<file path="src/rtl/evms_pkg.sv">
// Shared types, constants and a helper function for the even-value magnitude sorter.
package evms_pkg;

   localparam int unsigned DefaultListDepth = 64;
   localparam int unsigned SampleWidth      = 32;
   localparam int unsigned EvenBit          = 16;

   typedef logic [SampleWidth-1:0] sample_type;

   typedef enum logic [2:0] {
      ST_LOAD,
      ST_START,
      ST_PIVOT,
      ST_SCAN,
      ST_WRITEBACK,
      ST_EMIT,
      ST_DRAIN
   } seq_state_type;

   // Two's complement magnitude; the most negative value maps to 2^31 as unsigned.
   function automatic sample_type magnitude_of(sample_type v);
      return v[SampleWidth-1] ? (sample_type'(0) - v) : v;
   endfunction

endpackage

</file>
<file path="src/rtl/even_value_magnitude_sorter_core.sv">
// Top level of the even-value magnitude sorter: list store, exchange sequencer and output.
//
//   Channel   Handshake            Payload
//   -------   ------------------   ----------------------------------------------------
//   request   start / busy         req_sample_value (s32 Q16.16), req_final_element
//   response  rsp_strobe (1 cyc)   rsp_sorted_value (s32 Q16.16), rsp_end_of_list,
//                                  rsp_overflow
//
// Loading accepts one transaction per cycle while busy is low. The transaction marked final
// raises busy for the exchange pass and the output burst. For a list of n samples the pass
// has a start step, then a pivot step for each position i below n-1; an even pivot adds a
// scan over positions i+1 to n-1 and a write-back step. The burst emits the n entries and
// then drains. The single read port of the list memory is visited once per compare. Reset
// is synchronous and clears the sequencer, the element count and the overflow flag; memory
// contents are left as they are. The receiver cannot stall results.
module even_value_magnitude_sorter_core #(
   parameter int unsigned LIST_DEPTH = evms_pkg::DefaultListDepth
) (
   input  logic                                   clock,
   input  logic                                   reset,
   input  logic                                   start,
   output logic                                   busy,
   input  logic signed [evms_pkg::SampleWidth-1:0] req_sample_value,
   input  logic                                   req_final_element,
   output logic                                   rsp_strobe,
   output logic signed [evms_pkg::SampleWidth-1:0] rsp_sorted_value,
   output logic                                   rsp_end_of_list,
   output logic                                   rsp_overflow
);
   import evms_pkg::*;

   // Address width for the list memory and count width that can also hold the depth itself.
   localparam int unsigned AW = (LIST_DEPTH > 1) ? $clog2(LIST_DEPTH) : 1;
   localparam int unsigned CW = $clog2(LIST_DEPTH + 1);

   // List memory: one write port and one read port, read data registered.
   sample_type    store_mem [LIST_DEPTH];
   sample_type    rd_data_ff;
   logic          wr_en;
   logic [AW-1:0] wr_addr;
   sample_type    wr_data;
   logic [AW-1:0] rd_addr;

   // Sequencer state.
   seq_state_type state_ff, state_in;
   logic [CW-1:0] count_ff, count_in;
   logic          dropped_ff, dropped_in;
   logic [AW-1:0] i_ff, i_in;
   logic [AW-1:0] j_ff, j_in;
   logic [AW-1:0] k_ff, k_in;
   sample_type    cur_ff, cur_in;
   sample_type    cur_mag_ff, cur_mag_in;
   logic          out_valid_ff, out_valid_in;
   logic          out_last_ff, out_last_in;

   // Magnitude and parity of the word that the memory delivers this cycle.
   sample_type    rd_mag;
   logic          rd_even;
   logic [CW-1:0] last_idx;
   logic          more_pivots;

   assign rd_mag      = magnitude_of(rd_data_ff);
   assign rd_even     = ~rd_mag[EvenBit];
   assign last_idx    = count_ff - CW'(1);
   // True when the position after i still has a later element to compare against.
   assign more_pivots = (CW'(i_ff) + CW'(2)) < count_ff;

   always_ff @(posedge clock) begin
      if (wr_en) begin
         store_mem[wr_addr] <= wr_data;
      end
      rd_data_ff <= store_mem[rd_addr];
   end

   always_ff @(posedge clock) begin
      if (reset) begin
         state_ff     <= ST_LOAD;
         count_ff     <= '0;
         dropped_ff   <= 1'b0;
         out_valid_ff <= 1'b0;
      end else begin
         state_ff     <= state_in;
         count_ff     <= count_in;
         dropped_ff   <= dropped_in;
         out_valid_ff <= out_valid_in;
      end
   end

   always_ff @(posedge clock) begin
      i_ff        <= i_in;
      j_ff        <= j_in;
      k_ff        <= k_in;
      cur_ff      <= cur_in;
      cur_mag_ff  <= cur_mag_in;
      out_last_ff <= out_last_in;
   end

   always_comb begin
      state_in     = state_ff;
      count_in     = count_ff;
      dropped_in   = dropped_ff;
      i_in         = i_ff;
      j_in         = j_ff;
      k_in         = k_ff;
      cur_in       = cur_ff;
      cur_mag_in   = cur_mag_ff;
      out_valid_in = 1'b0;
      out_last_in  = out_last_ff;
      wr_en        = 1'b0;
      wr_addr      = '0;
      wr_data      = sample_type'($unsigned(req_sample_value));
      rd_addr      = '0;

      unique case (state_ff)
         ST_LOAD: begin
            // Store each transaction until the list is full; further samples only flag it.
            if (start) begin
               if (count_ff < CW'(LIST_DEPTH)) begin
                  wr_en    = 1'b1;
                  wr_addr  = count_ff[AW-1:0];
                  count_in = count_ff + CW'(1);
               end else begin
                  dropped_in = 1'b1;
               end
               if (req_final_element) begin
                  state_in = ST_START;
               end
            end
         end

         ST_START: begin
            i_in = '0;
            k_in = '0;
            if (count_ff > CW'(1)) begin
               rd_addr  = '0;
               state_in = ST_PIVOT;
            end else begin
               state_in = ST_EMIT;
            end
         end

         ST_PIVOT: begin
            // The pivot stays in a register during its scan, so its memory entry is not read
            // again until it is written back.
            if (rd_even) begin
               cur_in     = rd_data_ff;
               cur_mag_in = rd_mag;
               rd_addr    = i_ff + AW'(1);
               j_in       = i_ff + AW'(1);
               state_in   = ST_SCAN;
            end else if (more_pivots) begin
               rd_addr = i_ff + AW'(1);
               i_in    = i_ff + AW'(1);
            end else begin
               k_in     = '0;
               state_in = ST_EMIT;
            end
         end

         ST_SCAN: begin
            // Element j arrives while element j+1 is being fetched; a swap writes the old
            // pivot to j and keeps the even sample of larger magnitude as the new pivot.
            if (rd_even && (cur_mag_ff < rd_mag)) begin
               wr_en      = 1'b1;
               wr_addr    = j_ff;
               wr_data    = cur_ff;
               cur_in     = rd_data_ff;
               cur_mag_in = rd_mag;
            end
            rd_addr = j_ff + AW'(1);
            j_in    = j_ff + AW'(1);
            if (CW'(j_ff) == last_idx) begin
               state_in = ST_WRITEBACK;
            end
         end

         ST_WRITEBACK: begin
            wr_en   = 1'b1;
            wr_addr = i_ff;
            wr_data = cur_ff;
            if (more_pivots) begin
               rd_addr  = i_ff + AW'(1);
               i_in     = i_ff + AW'(1);
               state_in = ST_PIVOT;
            end else begin
               k_in     = '0;
               state_in = ST_EMIT;
            end
         end

         ST_EMIT: begin
            // Each fetched entry is presented in the next cycle straight from the read register.
            rd_addr      = k_ff;
            k_in         = k_ff + AW'(1);
            out_valid_in = 1'b1;
            out_last_in  = (CW'(k_ff) == last_idx);
            if (CW'(k_ff) == last_idx) begin
               state_in = ST_DRAIN;
            end
         end

         ST_DRAIN: begin
            // The final result is on the ports now; the next list starts from empty.
            count_in   = '0;
            dropped_in = 1'b0;
            state_in   = ST_LOAD;
         end

         default: begin
            state_in = ST_LOAD;
         end
      endcase
   end

   assign busy             = (state_ff != ST_LOAD);
   assign rsp_strobe       = out_valid_ff;
   assign rsp_sorted_value = $signed(rd_data_ff);
   assign rsp_end_of_list  = out_last_ff;
   assign rsp_overflow     = dropped_ff;

endmodule
</file>
<file path="config.mk">
export PLATFORM = sky130hd
export DESIGN_NAME = even_value_magnitude_sorter_core
export DESIGN_NICKNAME = d
export VERILOG_FILES = /design/src/rtl/evms_pkg.sv /design/src/rtl/even_value_magnitude_sorter_core.sv
export SDC_FILE = /design/constraint.sdc
export NUM_CORES = 2
export LEC_CHECK = 0
export BUFFER_PORTS_ARGS = -buffer_cell sky130_fd_sc_hd__buf_4
export CORE_ASPECT_RATIO = 0.75
export CORE_MARGIN = 2
export CORE_UTILIZATION = 35
export CTS_BUF_LIST = sky130_fd_sc_hd__clkbuf_4 sky130_fd_sc_hd__clkbuf_8 sky130_fd_sc_hd__clkbuf_16
export DETAILED_ROUTE_END_ITERATION = 16
export PLACE_DENSITY = 0.56
export SETUP_SLACK_MARGIN = 0.5
export SYNTH_ARGS = -nofsm -noshare
export SYNTH_HDL_FRONTEND = slang
export SYNTH_SLANG_ARGS = --single-unit
</file>
<file path="constraint.sdc">
create_clock -name clock -period 11.46 [get_ports clock]
set_input_delay 0.573 -clock clock [delete_from_list [all_inputs] [get_ports clock]]
set_output_delay 0.573 -clock clock [all_outputs]
set_load 0.01 [all_outputs]
</file>
==> flow_metrics.py <==
metrics = {
    "logic_synthesis": {
        "synthesized_netlist_net_count": 6819,
        "ys_top_cells_by_count": "sky130_fd_sc_hd__edfxtp_1, sky130_fd_sc_hd__nand2_1, sky130_fd_sc_hd__nand3_1, sky130_fd_sc_hd__buf_2, sky130_fd_sc_hd__clkbuf_1",
        "yosys_most_used_dff": "sky130_fd_sc_hd__edfxtp_1",
        "synth.lib_cells_used.distinct": 75,
        "post_synthesis_sequential_area_ratio_pct": 73.9,
        "top_area_cells_in_the_synthesized_netlist": "sky130_fd_sc_hd__edfxtp_1, sky130_fd_sc_hd__nand2_1, sky130_fd_sc_hd__nand3_1, sky130_fd_sc_hd__buf_2, sky130_fd_sc_hd__dfxtp_1",
        "post-synth-top-area-fraction_pct": 72.9,
        "yosys.area_share.adder_pct": 0.656,
        "synth_most_common_cell": "sky130_fd_sc_hd__edfxtp_1",
        "avgSynthCellArea_um2": 13.0,
        "synth_simple_gate_area_share_pct": 16.0,
        "synth_cells": 6737,
        "post-synth-top-area-cell": "sky130_fd_sc_hd__edfxtp_1",
        "yosys.area_share.xor_xnor_pct": 0.658,
        "synth_top_family_by_area": "simple AND/OR/NAND/NOR gates",
        "synthArstFlopShare_pct": 0,
        "yosys_warnings": 0,
        "total_of_flip_flops_plus_latches_after_synthesis": 2174,
        "synth-edff-count": 2130,
        "syn-cell-area_mm2": 0.0878,
        "synthMuxAreaShare_pct": 1.21,
        "compound_gate_fraction_of_synth_area_pct": 5.03,
    },
    "final_layout": {
        "post_route_cells_drive_above_1_share_pct": 9.20,
        "postLayoutCoreUtil_pct": 39.4,
        "number_of_nets_in_the_final_layout": 6777,
        "fill_cells": 23264,
        "area_growth_syn_to_layout_pct": 12.1,
    },
    "sta": {
        "timing_max_transition_violations_final": 2,
        "achievable-frequency_mhz": 138,
        "timing.setup.tns_ns": 0,
        "max-slew-margin-rel_pct": -5.30,
        "hold_viol": 0,
        "worst_clock_skew_ns": 0.0529,
        "max_slew.worst_pin.slew_ns": 1.57,
        "timing.hold.ws_ns": 0.167,
        "finalCritPeriodShare_pct": 63.1,
        "rsz0062_at_grt": "false",
        "finalCriticalPeriod_ns": 7.23,
        "setup-violations-final": 0,
    },
    "critical_path": {
        "crit_path_end_kind": "flop",
        "worstPathRequired_ns": 11.89,
        "crit_fanout": 32,
        "startpoint_type": "flop",
        "worst-setup-path-type": "flop to flop",
        "worst_ep_arrival_time_ns": 7.66,
        "r2r_cells": 12,
    },
    "routing": {
        "detail_route.vias_per_cell": 5.53,
        "routed_wl_mm": 271,
        "drt_first_pass_iters": 6,
        "antenna_left": 0,
        "routed_wire_length_per_instance_um": 26.7,
        "route.detailed.drc": 0,
        "dr.first_iter.drc_count": 7922,
        "detailroute.via_count": 56114,
    },
    "run": {
        "drv.max_cap_violation_count": 2,
    },
    "placement": {
        "post-dp-hpwl_mm": 154,
        "placement.io_buffers": 71,
        "finalWeightedCongestion": 0.895,
    },
    "clocking": {
        "clkLatencyLatePin_ns": 0.86,
        "cts.path.max_buffers": 4,
        "clkSlewWorstSetupHoldPaths_ns": 0.07,
        "cts-buffers-inserted": 203,
        "cts.sinks": 2174,
        "cts_tree": "done",
        "htree_levels": 4,
        "clock_tree.root_cell": "sky130_fd_sc_hd__clkbuf_16",
        "post_cts_resize_count": 0,
    },
    "die": {
        "die_area_mm2": 0.255,
        "floorplan.rows": 159,
        "fp.coreArea_mm2": 0.250,
        "die_y_um": 438,
        "width_of_the_die_um": 582,
        "start_util_pct": 35.1,
        "boundaryPins": 72,
    },
    "power": {
        "power.density_cell_area_mw_per_mm2": 276,
        "vdd.ir_drop.worst_mv": 0.243,
        "static-leakage-power_nw": 32.8,
    },
    "grt": {
        "grt_util_all_layers_pct": 20.6,
        "first_global_vias": 51474,
        "gr-total-overflow": 0,
        "pin_count_of_the_biggest_net_entering_global_routing": 154,
        "grt_first_pass_wirelength_mm": 383,
        "grt_antenna_before_repair": 16,
    },
    "min_path": {
        "min_path_cells": 4,
        "class_of_the_tightest_hold_or_removal_check": "primary input to flop",
    },
    "run_status": {
        "status": "finished, violations left",
        "violated_checks": "max-capacitance violations, max-slew violations",
    },
}
## final timing paths
path                                      startpoint               end  slack, ns
worst max-delay path            rsp_sorted_value[12]  store_mem[0][28]       4.23
worst min-delay path               req_final_element       state_ff[0]       0.17
worst max register to register  rsp_sorted_value[12]  store_mem[0][28]       4.23
worst min register to register          rsp_overflow      rsp_overflow       0.48
## cells in the final DEF, fill, tap and decap left out, types with 17 or more instances in the layout
master / count
sky130_fd_sc_hd__edfxtp_1: 2130
sky130_fd_sc_hd__nand2_1: 1986
sky130_fd_sc_hd__nand3_1: 841
sky130_fd_sc_hd__clkbuf_16: 207
sky130_fd_sc_hd__buf_4: 179
sky130_fd_sc_hd__a31oi_1: 117
sky130_fd_sc_hd__and3_1: 104
sky130_fd_sc_hd__a21oi_1: 96
sky130_fd_sc_hd__nand4_1: 80
sky130_fd_sc_hd__nor2_1: 80
sky130_fd_sc_hd__a311oi_1: 74
sky130_fd_sc_hd__nor2_4: 69
sky130_fd_sc_hd__mux2i_1: 69
sky130_fd_sc_hd__clkinv_1: 55
sky130_fd_sc_hd__inv_1: 48
sky130_fd_sc_hd__ha_1: 46
sky130_fd_sc_hd__dfxtp_1: 44
sky130_fd_sc_hd__a32o_1: 42
sky130_fd_sc_hd__a32oi_1: 40
sky130_fd_sc_hd__o21ai_0: 39
sky130_fd_sc_hd__xnor2_1: 39
sky130_fd_sc_hd__clkbuf_4: 37
sky130_fd_sc_hd__mux2_2: 33
sky130_fd_sc_hd__clkinv_2: 32
sky130_fd_sc_hd__a311o_1: 28
sky130_fd_sc_hd__xor2_1: 27
sky130_fd_sc_hd__o211ai_1: 27
sky130_fd_sc_hd__nor4_1: 24
sky130_fd_sc_hd__o221ai_1: 23
sky130_fd_sc_hd__nor3_1: 19
sky130_fd_sc_hd__a21o_1: 17
## registers in the layout, indices dropped and copies added, names as in the netlist
register and count:
count_ff 7, cur_ff 32, cur_mag_ff 31, i_ff 6, j_ff 6, k_ff 6, rsp_end_of_list 1, rsp_overflow 1
rsp_sorted_value 32, rsp_strobe 1, state_ff 3, store_mem 2048
## worst max-delay path: stages (launching register included)
cell and delay (ns):
sky130_fd_sc_hd__dfxtp_1 0.36, sky130_fd_sc_hd__or4_1 0.58, sky130_fd_sc_hd__or3_1 0.36, sky130_fd_sc_hd__nor3_1 0.35, sky130_fd_sc_hd__nand3_1 0.22, sky130_fd_sc_hd__or4b_2 0.70, sky130_fd_sc_hd__ha_1 0.32, sky130_fd_sc_hd__nand4_1 0.11
sky130_fd_sc_hd__or4_1 0.50, sky130_fd_sc_hd__o211ai_1 0.66, sky130_fd_sc_hd__o2111ai_1 0.68, sky130_fd_sc_hd__a21o_1 0.81, sky130_fd_sc_hd__nor2_4 1.10
## kinds of logic (layout without fill, tap and decap cells)
| family | count (synthesis) | in the layout |
|---|---|---|
| fa+ha+maj | 46 | 46 |
| flops | 2174 | 2174 |
| buf+inv | 490 | 598 |
| compound gates | 590 | 590 |
| other cells | 0 | 7 |
| simple gates | 3269 | 3269 |
| xor+xnor | 66 | 66 |
| mux | 102 | 102 |
## through the flow
| step | total power, mW | setup WS (ns) | cell area, um2 | instances |
|---|---|---|---|---|
| 4_1_cts | 27.0 | 4.36 | 98400 | 10145 |
| 6_report | 27.2 | 4.23 | 98400 | 10152 |
| 3_5_place_dp | 20.5 | 4.40 | 92100 | 9788 |
| 5_1_grt | 28.1 | 3.93 | 98400 | 10146 |
| 3_3_place_gp | 20.4 | 4.38 | 92100 | 9788 |
| 2_1_floorplan | 15.7 | 4.93 | 87800 | 6737 |
## power breakdown
part	switching (mW)	internal, mW	leakage [nW]
sequential	0.271	9.64	19.5
clock	2.97	3.69	3.16
combinational	8.06	2.56	10.1
total	11.3	15.9	32.8
## layer usage
layer  global-route usage, %  vias up  wire length, um
li1                        -    24712                -
met1                    31.0    28421           119000
met2                    29.0     2647           114000
met3                    6.12      334            31300
met4                    5.09        0             6710
met5                       0        -                0
## repair_timing
item,in CTS,in global routing
hold buffers,2,0
setup buffers,0,0
hold endpoints to repair,5,0
## final cells by class
class / instances / area (um2) / share of cell area [%]
sequential: 2174 / 64800 / 65.9
antenna: 7 / 17.5 / 0.0178
timing repair buffer: 193 / 1600 / 1.63
inverter: 50 / 190 / 0.193
clock inverter: 111 / 870 / 0.883
tap: 3300 / 4130 / 4.19
multi-input combinational: 4073 / 21300 / 21.7
clock buffer: 244 / 5460 / 5.54
Note: power is estimated with default switching activity, not from simulation.
